==> src/design/wpsd_pkg.sv <==
// ----------------------------------------------------------------------------
// wpsd_pkg
// Shared types, codes and tag constants of the WAV PCM stream decoder.
// ----------------------------------------------------------------------------
package wpsd_pkg;

  typedef enum logic [1:0] {
    KindSample = 2'd0,
    KindHeader = 2'd1,
    KindError  = 2'd2
  } kind_e;

  typedef enum logic [2:0] {
    ErrNone   = 3'd0,
    ErrRiff   = 3'd1,
    ErrWave   = 3'd2,
    ErrFmt    = 3'd3,
    ErrData   = 3'd4,
    ErrFormat = 3'd5
  } err_e;

  localparam int unsigned CfgIndexW = 2;
  localparam int unsigned CfgDataW  = 16;
  localparam logic [CfgIndexW-1:0] CfgNormalize = 2'd0;
  localparam logic [CfgIndexW-1:0] CfgPeak      = 2'd1;
  localparam logic [15:0] PeakReset = 16'd8192;

  localparam logic [5:0] HeaderLastByte = 6'd43;

  localparam logic [3:0][7:0] TagRiff = {8'h46, 8'h46, 8'h49, 8'h52};
  localparam logic [3:0][7:0] TagWave = {8'h45, 8'h56, 8'h41, 8'h57};
  localparam logic [3:0][7:0] TagFmt  = {8'h20, 8'h74, 8'h6d, 8'h66};
  localparam logic [3:0][7:0] TagData = {8'h61, 8'h74, 8'h61, 8'h64};

  typedef struct packed {
    kind_e              kind;
    err_e               code;
    logic [15:0]        channel;
    logic [31:0]        frame;
    logic signed [31:0] raw;
    logic               last;
    logic [31:0]        rate;
    logic [15:0]        bits;
  } entry_t;

  function automatic err_e tag_check(logic [5:0] pos, logic [7:0] b);
    logic [7:0] expect_byte;
    err_e       code;
    expect_byte = 8'h00;
    code        = ErrNone;
    if (pos <= 6'd3) begin
      expect_byte = TagRiff[pos[1:0]];
      code        = ErrRiff;
    end else if (pos >= 6'd8 && pos <= 6'd11) begin
      expect_byte = TagWave[pos[1:0]];
      code        = ErrWave;
    end else if (pos >= 6'd12 && pos <= 6'd15) begin
      expect_byte = TagFmt[pos[1:0]];
      code        = ErrFmt;
    end else if (pos >= 6'd36 && pos <= 6'd39) begin
      expect_byte = TagData[pos[1:0]];
      code        = ErrData;
    end
    return (code != ErrNone && b != expect_byte) ? code : ErrNone;
  endfunction

endpackage

==> src/design/wpsd_front.sv <==
// ----------------------------------------------------------------------------
// wpsd_front
// Byte parser: header tags and fields, frame count division, sample assembly.
// ----------------------------------------------------------------------------
module wpsd_front (
  input  logic            clk_i,
  input  logic            rst_ni,
  input  logic            in_valid_i,
  output logic            in_stall_o,
  input  logic [7:0]      data_byte_i,
  input  logic            start_of_file_i,
  input  logic            q_full_i,
  output logic            push_o,
  output wpsd_pkg::entry_t push_entry_o
);
  import wpsd_pkg::*;

  typedef enum logic [2:0] {
    PhHeader,
    PhData,
    PhIdle,
    PhDivide,
    PhReport
  } phase_e;

  phase_e       phase_q, phase_d;
  logic [5:0]   pos_q, pos_d;
  logic [15:0]  chan_q, chan_d;
  logic [31:0]  rate_q, rate_d;
  logic [15:0]  bits_q, bits_d;
  logic [31:0]  size_q, size_d;
  logic [31:0]  frames_q, frames_d;
  logic [31:0]  asm_q, asm_d;
  logic [1:0]   bis_q, bis_d;
  logic [15:0]  ch_q, ch_d;
  logic [31:0]  fr_q, fr_d;
  logic [31:0]  dq_q, dq_d;
  logic [18:0]  rem_q, rem_d;
  logic [18:0]  div_q, div_d;
  logic [4:0]   cnt_q, cnt_d;

  logic         accept;
  phase_e       eff_phase;
  logic [5:0]   eff_pos;
  err_e         code;
  logic [19:0]  trial;
  logic         ge;
  logic [31:0]  asm_new;
  logic [2:0]   nbytes;
  logic signed [31:0] raw;
  logic         is_last;
  logic         bad_fmt;

  assign in_stall_o = (phase_q == PhDivide) || (phase_q == PhReport) || q_full_i;
  assign accept     = in_valid_i && !in_stall_o;
  assign nbytes     = bits_q[5:3];

  always_comb begin
    phase_d = phase_q;
    pos_d   = pos_q;
    chan_d  = chan_q;
    rate_d  = rate_q;
    bits_d  = bits_q;
    size_d  = size_q;
    frames_d = frames_q;
    asm_d   = asm_q;
    bis_d   = bis_q;
    ch_d    = ch_q;
    fr_d    = fr_q;
    dq_d    = dq_q;
    rem_d   = rem_q;
    div_d   = div_q;
    cnt_d   = cnt_q;
    push_o  = 1'b0;
    push_entry_o = '0;

    eff_phase = start_of_file_i ? PhHeader : phase_q;
    eff_pos   = start_of_file_i ? 6'd0 : pos_q;
    code      = tag_check(eff_pos, data_byte_i);
    trial     = {rem_q, dq_q[31]};
    ge        = trial >= {1'b0, div_q};
    asm_new   = asm_q;
    if (bis_q == 2'd0) begin
      asm_new = {24'd0, data_byte_i};
    end else begin
      asm_new[{bis_q, 3'b000} +: 8] = data_byte_i;
    end
    unique case (nbytes)
      3'd1:    raw = {{25{~asm_new[7]}}, asm_new[6:0]};
      3'd2:    raw = {{16{asm_new[15]}}, asm_new[15:0]};
      3'd3:    raw = {{8{asm_new[23]}}, asm_new[23:0]};
      default: raw = asm_new;
    endcase
    is_last = (fr_q == frames_q - 32'd1) && (ch_q == chan_q - 16'd1);
    bad_fmt = (chan_q == 16'd0) ||
              !(bits_q == 16'd8 || bits_q == 16'd16 || bits_q == 16'd24 || bits_q == 16'd32);

    if (phase_q == PhDivide) begin
      rem_d = ge ? 19'(trial - {1'b0, div_q}) : trial[18:0];
      dq_d  = {dq_q[30:0], ge};
      cnt_d = cnt_q + 5'd1;
      if (cnt_q == 5'd31) begin
        frames_d = {dq_q[30:0], ge};
        phase_d  = PhReport;
      end
    end else if (phase_q == PhReport) begin
      if (!q_full_i) begin
        push_o                = 1'b1;
        push_entry_o.kind     = KindHeader;
        push_entry_o.code     = ErrNone;
        push_entry_o.channel  = chan_q;
        push_entry_o.frame    = frames_q;
        push_entry_o.rate     = rate_q;
        push_entry_o.bits     = bits_q;
        phase_d = (frames_q != 32'd0) ? PhData : PhIdle;
      end
    end else if (accept) begin
      unique case (eff_phase)
        PhHeader: begin
          phase_d = PhHeader;
          if (code != ErrNone) begin
            push_o            = 1'b1;
            push_entry_o.kind = KindError;
            push_entry_o.code = code;
            phase_d           = PhIdle;
          end else begin
            pos_d = eff_pos + 6'd1;
            if (eff_pos == 6'd22) chan_d = {8'd0, data_byte_i};
            if (eff_pos == 6'd23) chan_d[15:8] = data_byte_i;
            if (eff_pos >= 6'd24 && eff_pos <= 6'd27) begin
              rate_d[{eff_pos[1:0], 3'b000} +: 8] = data_byte_i;
            end
            if (eff_pos == 6'd34) bits_d = {8'd0, data_byte_i};
            if (eff_pos == 6'd35) bits_d[15:8] = data_byte_i;
            if (eff_pos >= 6'd40 && eff_pos <= 6'd43) begin
              size_d[{eff_pos[1:0], 3'b000} +: 8] = data_byte_i;
            end
            if (eff_pos == HeaderLastByte) begin
              if (bad_fmt) begin
                push_o            = 1'b1;
                push_entry_o.kind = KindError;
                push_entry_o.code = ErrFormat;
                phase_d           = PhIdle;
              end else begin
                dq_d    = {data_byte_i, size_q[23:0]};
                rem_d   = '0;
                div_d   = 19'(nbytes) * 19'(chan_q);
                cnt_d   = '0;
                asm_d   = '0;
                bis_d   = '0;
                ch_d    = '0;
                fr_d    = '0;
                phase_d = PhDivide;
              end
            end
          end
        end
        PhData: begin
          asm_d = asm_new;
          if ({1'b0, bis_q} + 3'd1 < nbytes) begin
            bis_d = bis_q + 2'd1;
          end else begin
            bis_d                = 2'd0;
            push_o               = 1'b1;
            push_entry_o.kind    = KindSample;
            push_entry_o.code    = ErrNone;
            push_entry_o.channel = ch_q;
            push_entry_o.frame   = fr_q;
            push_entry_o.raw     = raw;
            push_entry_o.last    = is_last;
            push_entry_o.bits    = bits_q;
            if ({1'b0, ch_q} + 17'd1 >= {1'b0, chan_q}) begin
              ch_d = '0;
              fr_d = fr_q + 32'd1;
            end else begin
              ch_d = ch_q + 16'd1;
            end
            if (is_last) phase_d = PhIdle;
          end
        end
        default: begin
        end
      endcase
    end
  end

  always_ff @(posedge clk_i or negedge rst_ni) begin
    if (!rst_ni) begin
      phase_q  <= PhHeader;
      pos_q    <= '0;
      chan_q   <= '0;
      rate_q   <= '0;
      bits_q   <= '0;
      size_q   <= '0;
      frames_q <= '0;
      asm_q    <= '0;
      bis_q    <= '0;
      ch_q     <= '0;
      fr_q     <= '0;
      cnt_q    <= '0;
    end else begin
      phase_q  <= phase_d;
      pos_q    <= pos_d;
      chan_q   <= chan_d;
      rate_q   <= rate_d;
      bits_q   <= bits_d;
      size_q   <= size_d;
      frames_q <= frames_d;
      asm_q    <= asm_d;
      bis_q    <= bis_d;
      ch_q     <= ch_d;
      fr_q     <= fr_d;
      cnt_q    <= cnt_d;
    end
  end

  always_ff @(posedge clk_i) begin
    dq_q  <= dq_d;
    rem_q <= rem_d;
    div_q <= div_d;
  end

endmodule

==> src/design/wpsd_fifo.sv <==
// ----------------------------------------------------------------------------
// wpsd_fifo
// Short transaction queue between parser and sample back end.
// ----------------------------------------------------------------------------
module wpsd_fifo #(
  parameter int unsigned Depth = 4
) (
  input  logic             clk_i,
  input  logic             rst_ni,
  input  logic             push_i,
  input  wpsd_pkg::entry_t push_entry_i,
  output logic             full_o,
  output logic             head_valid_o,
  output wpsd_pkg::entry_t head_entry_o,
  input  logic             pop_i
);
  import wpsd_pkg::*;

  localparam int unsigned PtrW = (Depth > 1) ? $clog2(Depth) : 1;
  localparam int unsigned CntW = $clog2(Depth + 1);

  entry_t            mem_q [Depth];
  logic [PtrW-1:0]   wr_q, rd_q;
  logic [CntW-1:0]   cnt_q;

  assign full_o       = cnt_q == CntW'(Depth);
  assign head_valid_o = cnt_q != '0;
  assign head_entry_o = mem_q[rd_q];

  always_ff @(posedge clk_i or negedge rst_ni) begin
    if (!rst_ni) begin
      wr_q  <= '0;
      rd_q  <= '0;
      cnt_q <= '0;
    end else begin
      if (push_i) begin
        wr_q <= (wr_q == PtrW'(Depth - 1)) ? '0 : wr_q + PtrW'(1);
      end
      if (pop_i) begin
        rd_q <= (rd_q == PtrW'(Depth - 1)) ? '0 : rd_q + PtrW'(1);
      end
      if (push_i && !pop_i) begin
        cnt_q <= cnt_q + CntW'(1);
      end else if (pop_i && !push_i) begin
        cnt_q <= cnt_q - CntW'(1);
      end
    end
  end

  always_ff @(posedge clk_i) begin
    if (push_i) begin
      mem_q[wr_q] <= push_entry_i;
    end
  end

endmodule

==> src/design/wpsd_back.sv <==
// ----------------------------------------------------------------------------
// wpsd_back
// Sample scaling pipeline: multiply, shift, saturate, result register.
// ----------------------------------------------------------------------------
module wpsd_back (
  input  logic                                clk_i,
  input  logic                                rst_ni,
  input  logic                                cfg_we_i,
  input  logic [wpsd_pkg::CfgIndexW-1:0]      cfg_index_i,
  input  logic [wpsd_pkg::CfgDataW-1:0]       cfg_data_i,
  input  logic                                head_valid_i,
  input  wpsd_pkg::entry_t                    head_entry_i,
  output logic                                pop_o,
  output logic                                out_valid_o,
  input  logic                                out_stall_i,
  output logic [1:0]                          kind_o,
  output logic [2:0]                          error_code_o,
  output logic [15:0]                         channel_o,
  output logic [31:0]                         frame_index_o,
  output logic signed [31:0]                  raw_sample_o,
  output logic signed [15:0]                  scaled_sample_o,
  output logic                                last_o,
  output logic [31:0]                         sample_rate_o,
  output logic [15:0]                         channel_count_o,
  output logic [15:0]                         bits_per_sample_o,
  output logic [31:0]                         frame_count_o
);
  import wpsd_pkg::*;

  function automatic logic signed [15:0] sat16(logic signed [48:0] v);
    logic signed [15:0] r;
    if (v > 49'sd32767) begin
      r = 16'sh7fff;
    end else if (v < -49'sd32768) begin
      r = 16'sh8000;
    end else begin
      r = v[15:0];
    end
    return r;
  endfunction

  logic               norm_q;
  logic [15:0]        peak_q;
  logic               s1_v_q;
  entry_t             s1_q;
  logic signed [48:0] prod_q;
  logic               out_v_q;
  logic               out_free;
  logic               s1_adv;
  logic signed [48:0] shifted;
  logic signed [15:0] scaled;

  assign out_free = !out_v_q || !out_stall_i;
  assign s1_adv   = s1_v_q && out_free;
  assign pop_o    = head_valid_i && (!s1_v_q || s1_adv);
  assign out_valid_o = out_v_q;

  always_comb begin
    unique case (s1_q.bits[5:3])
      3'd1:    shifted = prod_q >>> 8;
      3'd2:    shifted = prod_q >>> 16;
      3'd3:    shifted = prod_q >>> 24;
      default: shifted = prod_q >>> 32;
    endcase
    scaled = norm_q ? sat16(shifted) : sat16(49'(s1_q.raw));
  end

  always_ff @(posedge clk_i or negedge rst_ni) begin
    if (!rst_ni) begin
      norm_q  <= 1'b0;
      peak_q  <= PeakReset;
      s1_v_q  <= 1'b0;
      out_v_q <= 1'b0;
    end else begin
      if (cfg_we_i && cfg_index_i == CfgNormalize) norm_q <= cfg_data_i[0];
      if (cfg_we_i && cfg_index_i == CfgPeak) peak_q <= cfg_data_i;
      if (pop_o) begin
        s1_v_q <= 1'b1;
      end else if (s1_adv) begin
        s1_v_q <= 1'b0;
      end
      if (s1_adv) begin
        out_v_q <= 1'b1;
      end else if (!out_stall_i) begin
        out_v_q <= 1'b0;
      end
    end
  end

  always_ff @(posedge clk_i) begin
    if (pop_o) begin
      s1_q   <= head_entry_i;
      prod_q <= head_entry_i.raw * $signed({1'b0, peak_q});
    end
    if (s1_adv) begin
      kind_o       <= s1_q.kind;
      error_code_o <= s1_q.code;
      unique case (s1_q.kind)
        KindSample: begin
          channel_o       <= s1_q.channel;
          frame_index_o   <= s1_q.frame;
          raw_sample_o    <= s1_q.raw;
          scaled_sample_o <= scaled;
          last_o          <= s1_q.last;
        end
        KindHeader: begin
          channel_o         <= '0;
          frame_index_o     <= '0;
          raw_sample_o      <= '0;
          scaled_sample_o   <= '0;
          last_o            <= 1'b0;
          sample_rate_o     <= s1_q.rate;
          channel_count_o   <= s1_q.channel;
          bits_per_sample_o <= s1_q.bits;
          frame_count_o     <= s1_q.frame;
        end
        default: begin
          channel_o         <= '0;
          frame_index_o     <= '0;
          raw_sample_o      <= '0;
          scaled_sample_o   <= '0;
          last_o            <= 1'b0;
          sample_rate_o     <= '0;
          channel_count_o   <= '0;
          bits_per_sample_o <= '0;
          frame_count_o     <= '0;
        end
      endcase
    end
  end

endmodule

==> src/design/wav_pcm_stream_decoder.sv <==
// A sample passes the queue, stage-one and output registers after its last
// byte is accepted. Input takes one byte per cycle unless the queue is full;
// the header's final byte starts a restoring frame-count divide, and input
// stalls until the header result is queued. Reset is asynchronous, active
// low, clears parser state, queue and result valid; no clearing pass needed.
// ----------------------------------------------------------------------------
// wav_pcm_stream_decoder
// Byte-serial RIFF/WAVE PCM parser with sample conversion and scaling.
// ----------------------------------------------------------------------------
module wav_pcm_stream_decoder #(
  parameter int unsigned QueueDepth = 4
) (
  input  logic                            clk_i,
  input  logic                            rst_ni,
  input  logic                            cfg_we_i,
  input  logic [wpsd_pkg::CfgIndexW-1:0]  cfg_index_i,
  input  logic [wpsd_pkg::CfgDataW-1:0]   cfg_data_i,
  input  logic                            in_valid_i,
  output logic                            in_stall_o,
  input  logic [7:0]                      data_byte_i,
  input  logic                            start_of_file_i,
  output logic                            out_valid_o,
  input  logic                            out_stall_i,
  output logic [1:0]                      kind_o,
  output logic [2:0]                      error_code_o,
  output logic [15:0]                     channel_o,
  output logic [31:0]                     frame_index_o,
  output logic signed [31:0]              raw_sample_o,
  output logic signed [15:0]              scaled_sample_o,
  output logic                            last_o,
  output logic [31:0]                     sample_rate_o,
  output logic [15:0]                     channel_count_o,
  output logic [15:0]                     bits_per_sample_o,
  output logic [31:0]                     frame_count_o
);
  import wpsd_pkg::*;

  logic   push;
  entry_t push_entry;
  logic   q_full;
  logic   head_valid;
  entry_t head_entry;
  logic   pop;

  wpsd_front u_front (
    .clk_i,
    .rst_ni,
    .in_valid_i,
    .in_stall_o,
    .data_byte_i,
    .start_of_file_i,
    .q_full_i     (q_full),
    .push_o       (push),
    .push_entry_o (push_entry)
  );

  wpsd_fifo #(
    .Depth (QueueDepth)
  ) u_fifo (
    .clk_i,
    .rst_ni,
    .push_i       (push),
    .push_entry_i (push_entry),
    .full_o       (q_full),
    .head_valid_o (head_valid),
    .head_entry_o (head_entry),
    .pop_i        (pop)
  );

  wpsd_back u_back (
    .clk_i,
    .rst_ni,
    .cfg_we_i,
    .cfg_index_i,
    .cfg_data_i,
    .head_valid_i (head_valid),
    .head_entry_i (head_entry),
    .pop_o        (pop),
    .out_valid_o,
    .out_stall_i,
    .kind_o,
    .error_code_o,
    .channel_o,
    .frame_index_o,
    .raw_sample_o,
    .scaled_sample_o,
    .last_o,
    .sample_rate_o,
    .channel_count_o,
    .bits_per_sample_o,
    .frame_count_o
  );

endmodule
==> config.mk <==
export PLATFORM = sky130hd
export DESIGN_NAME = wav_pcm_stream_decoder
export DESIGN_NICKNAME = d
export VERILOG_FILES = /design/src/design/wpsd_pkg.sv /design/src/design/wpsd_front.sv /design/src/design/wpsd_fifo.sv /design/src/design/wpsd_back.sv /design/src/design/wav_pcm_stream_decoder.sv
export SDC_FILE = /design/constraint.sdc
export NUM_CORES = 2
export LEC_CHECK = 0
export ABC_AREA = 1
export BUFFER_PORTS_ARGS = -buffer_cell sky130_fd_sc_hd__buf_2
export CORE_MARGIN = 3
export CORE_UTILIZATION = 55
export CTS_CLUSTER_SIZE = 12
export DETAILED_ROUTE_END_ITERATION = 12
export GPL_TIMING_DRIVEN = 1
export PLACE_DENSITY = 0.73
export SLEW_MARGIN = 20
export SYNTH_ARGS = -nofsm -noshare
export SYNTH_HDL_FRONTEND = slang
export SYNTH_HIERARCHICAL = 1
export SYNTH_SLANG_ARGS = --single-unit
==> constraint.sdc <==
create_clock -name clk_i -period 9.5 [get_ports clk_i]
set_input_delay 1.425 -clock clk_i [delete_from_list [all_inputs] [get_ports clk_i]]
set_output_delay 1.425 -clock clk_i [all_outputs]
set_load 0.005 [all_outputs]
==> key figures <==
Worst setup path
  – Reg-to-reg startpoint: u_fifo/rd_q[1]$_DFFE_PN0P_
  – CP required: 10.02 ns
  – CP bufs+invs: 6
  – Setup slack, reg-to-reg: approximately 1.6 ns
  – Startpoint Class: register
  – Critical-path top delay cell: dfrtp_4
  – Critical path startpoint: u_fifo/rd_q[1]$_DFFE_PN0P_
  – Critical Path AT: 8.45 ns
  – Most used cell, CP: fa_1
  – Worst-path maximum fanout: 49
  – Crit Path Class: register to register
  – CP Capture Type: register
  – Worst R2R End: u_back/prod_q[42]$_DFFE_PP_
  – Worst-path cell chain: inv_4 > o211ai_1 > nand2_1 > nand2_1 > inv_1 > fa_1 > inv_1 > fa_1 > inv_1 > fa_1 > fa_1 > fa_1 > inv_1 > fa_1 > inv_1 > ha_1 > nand2_1 > nand2_1 > a31oi_1 > a21boi_0 > o2111ai_1 > xor2_1
  – Reg2Reg Depth: 22
  – Slowest cell delay on critical path: 0.66 ns
  – Top Family by Delay on Critical Path: adder cells

Place
  – IO Port Bufs: around 230
  – Placer Congestion: 0.953
  – Placed Cells: between 9000 and 10000
  – HPWL after DPL: ~140000 um

Floorplanning
  – Core Region: 136000 um^2
  – Total die area: 142000 um^2
  – Die Y: 377 um
  – Initial Util: 55.5%
  – Die width: 377 um
  – # IOs: 232
  – Row Count: roughly 140

Clocking
  – Clock slew at the register clock pins of the worst setup and hold paths: 0.06 ns
  – Worst-skew pair later-pin latency: about 0.79 ns
  – CTS sink cnt: 1221
  – Post-CTS Repair Setup Buffers: 0
  – Root buffer cell: clkbuf_16
  – # resized after CTS: 0
  – TritonCTS Buffers: between 100 and 150
  – Hold bufs inserted after CTS: 0
  – Max Root-Sink Buffers: 3
  – CTS tree: yes
  – H-tree depth: 4

Layout
  – Layout cells sized above 1: 7.46%
  – Area Overhead vs Synth: 8.84%
  – Post-layout util: about three fifths
  – Final Instance Count excl. Fillers: 9944
  – Nets: 8786

Logic synthesis
  – Cell variety after synth: slightly below 70
  – Ys async rst share: 19.8%
  – Post-Syn Area per Cell: 9.47 um^2
  – Synthesized flop and latch total: 1221
  – Top_reg_cell synth: edfxtp_1
  – Number of synthesized flops with an enable pin: 979
  – Mapped Cells: 7975
  – Mapped Nets: between 8000 and 9000
  – Seq/Total Area, Yosys: 47.0%
  – Post-Syn Area: about 76000 um^2
  – Warnings from Yosys: 6

STA
  – Crit share post-route: a little over four fifths
  – Setup Skew: between 0.04 and 0.05 ns
  – Setup TNS: 0 ns
  – Minimum clock period after layout: about 7.9 ns
  – Max-slew headroom: 6.90%
  – Setup violations, final: 0
  – Least-Margin Pin Slew: 1.40 ns
  – Final Max Tran Viols: 0
  – Peak Freq: 0.126 GHz
  – Final Hold Vio Count: 0
  – RSZ-0062 raised after global routing: false

Job
  – Max Cap Viol: 0

Global route
  – Antenna violations before repair: 3
  – GRT Overall Usage: 28.6%
  – Vias in the first global route: 54100
  – Largest net degree at the start of global routing: between 200 and 300
  – Total gr overflow: 0
  – First-pass GRT wire length: roughly 310000 um

Drt
  – DR WL/cell: 20.2 um
  – Vias per cell: 5.50
  – Routed Antenna Nets: 0
  – Final WL: 201000 um
  – Detailed Routing Iterations Pass 1: 6
  – Vias post-DR: 54700
  – Starting DRC count in detailed routing: approximately 5400
  – DRC violations left: 0

Worst hold path
  – Worst min-delay path category: register to register
  – Hold path start: u_back/s1_q[130]$_DFFE_PP_
  – WHS Endpoint: u_back/error_code_o[1]$_DFFE_PP_
  – Hold depth: 0

Status
  – Status: complete, no violations
## logic make-up (layout without fill, tap and decap cells)
logic type	after synthesis	count (layout)	share of synthesized area (%)
AO/OA/AOI/OAI	974	974	7.99
XOR/XNOR	167	167	1.99
adder cells (fa/ha/maj)	699	699	16.6
buffers and inverters	2092	2276	11.1
flip-flops	1221	1221	47.0
multiplexers	17	17	0.250
other	0	4	0
AND/OR/NAND/NOR	2805	2805	15.2
## sequential cells by signal, indices dropped and copies added (netlist names), 16 cells and up
signal                    flops
u_back/scaled_sample_o       16
u_back/raw_sample_o          32
u_fifo/mem_q                536
u_front/chan_q               16
u_front/size_q               24
u_back/s1_q                 134
u_front/fr_q                 32
u_front/rem_q                19
u_front/frames_q             32
u_front/ch_q                 16
u_front/div_q                19
u_front/rate_q               32
u_back/sample_rate_o         32
u_front/bits_q               16
u_back/frame_count_o         32
u_back/frame_index_o         32
u_back/channel_o             16
u_front/asm_q                32
u_back/peak_q                16
u_front/dq_q                 32
u_back/channel_count_o       16
u_back/bits_per_sample_o     16
u_back/prod_q                41
## cell usage in the layout, fill, tap and decap left out, types with 15 or more instances in the layout
cell type / count
nand2_1: 1826
inv_1: 1700
edfxtp_1: 979
nor2_1: 524
fa_1: 504
o211ai_1: 274
o21ai_0: 256
nand3_1: 241
dfrtp_1: 235
buf_2: 230
ha_1: 195
a21oi_1: 162
clkbuf_16: 135
xor2_1: 115
nor3_1: 70
o21ai_1: 70
buf_4: 69
o21bai_1: 62
o22ai_1: 55
xnor2_1: 49
clkbuf_1: 40
nand4_1: 39
a31oi_1: 24
clkinv_1: 23
nor4_1: 16
o31ai_1: 16
mux2_2: 15
## synth_stat cells, types with 6 or more instances
library cell / instances / area [um^2]
buf_1: 8 / 30.0
o31ai_1: 16 / 120
clkbuf_8: 10 / 138
a31oi_1: 24 / 150
nor2_1: 525 / 1970
nand3_1: 241 / 1210
nor2_4: 7 / 78.8
o21bai_1: 62 / 465
xor2_1: 115 / 1010
ha_1: 195 / 2440
mux2_2: 15 / 169
nand4_1: 39 / 244
o22ai_1: 55 / 344
or2_2: 9 / 56.3
buf_6: 35 / 394
inv_1: 1706 / 6400
nand2_2: 13 / 81.3
inv_2: 16 / 60.1
dfrtp_1: 241 / 6030
o21ai_0: 256 / 1280
nor3_1: 71 / 355
edfxtp_1: 979 / 29400
buf_4: 10 / 75.1
nand3b_1: 13 / 97.6
a22oi_1: 7 / 52.6
o21a_1: 7 / 52.6
nor4_1: 16 / 100
xnor2_1: 49 / 429
a221oi_1: 6 / 52.6
a21oi_1: 162 / 811
o2111ai_1: 7 / 61.3
buf_2: 71 / 355
a21boi_0: 8 / 60.1
nor2_2: 14 / 87.6
clkbuf_1: 228 / 856
o21ai_1: 70 / 350
fa_1: 504 / 10100
o211ai_1: 274 / 2060
nand2_1: 1828 / 6860
nand3_2: 9 / 90.1
## stage by stage
step | setup WS (ns) | hold WS (ns) | cell area, um^2
after floorplan | 0.794 | 0.400 | 75500
final | 1.56 | 0.421 | 82200
after CTS | 1.56 | 0.417 | 82200
after global routing | 1.07 | 0.416 | 82200
after global placement | 1.61 | 0.402 | 77700
after detailed placement | 1.57 | 0.415 | 77800
## final cells by class
cell class | count | area [um^2]
clock buffer | 182 | 3620
tap | 1781 | 2230
multi-input combinational | 4662 | 31800
sequential | 1221 | 35500
timing repair buffer | 305 | 1780
inverter | 1730 | 6540
fill | 11200 | 53800
clock inverter | 59 | 783
antenna | 4 | 10.0
## how the worst max path moves through the flow
stage                                                 to  slack [ns]  cells past startpoint
2_1_floorplan  u_back/bits_per_sample_o[0]$_SDFFCE_PP0P_        0.79                      3
4_1_cts                      u_back/prod_q[42]$_DFFE_PP_        1.56                     22
5_1_grt                      u_back/prod_q[42]$_DFFE_PP_        1.07                     22
3_5_place_dp                 u_back/prod_q[42]$_DFFE_PP_        1.57                     22
6_report                     u_back/prod_q[42]$_DFFE_PP_        1.56                     22
3_3_place_gp                 u_back/prod_q[33]$_DFFE_PP_        1.61                     22
## layer usage
metal  global-route usage [%]  share of wire [%]  vias up
met4                     10.6                3.8        0
met1                     39.6                 42    26800
met2                     45.3                 46     2237
met3                     5.33                8.1      386
li1                         -                  -    25300
met5                        0                  0        -
## worst register-to-register path, cell delays in order, from the launching register on
cell       delay [ns]
dfrtp_4          0.66
inv_4            0.65
o211ai_1         0.22
nand2_1          0.45
nand2_1          0.12
inv_1            0.19
fa_1             0.49
inv_1            0.22
fa_1             0.49
inv_1            0.39
fa_1             0.50
fa_1             0.49
fa_1             0.54
inv_1            0.05
fa_1             0.53
inv_1            0.04
ha_1             0.38
nand2_1          0.09
nand2_1          0.07
a31oi_1          0.23
a21boi_0         0.38
o2111ai_1        0.28
xor2_1           0.21
Power is not shown: default switching activity piles up to over one toggle a cycle in this logic, so the estimate is an artifact.
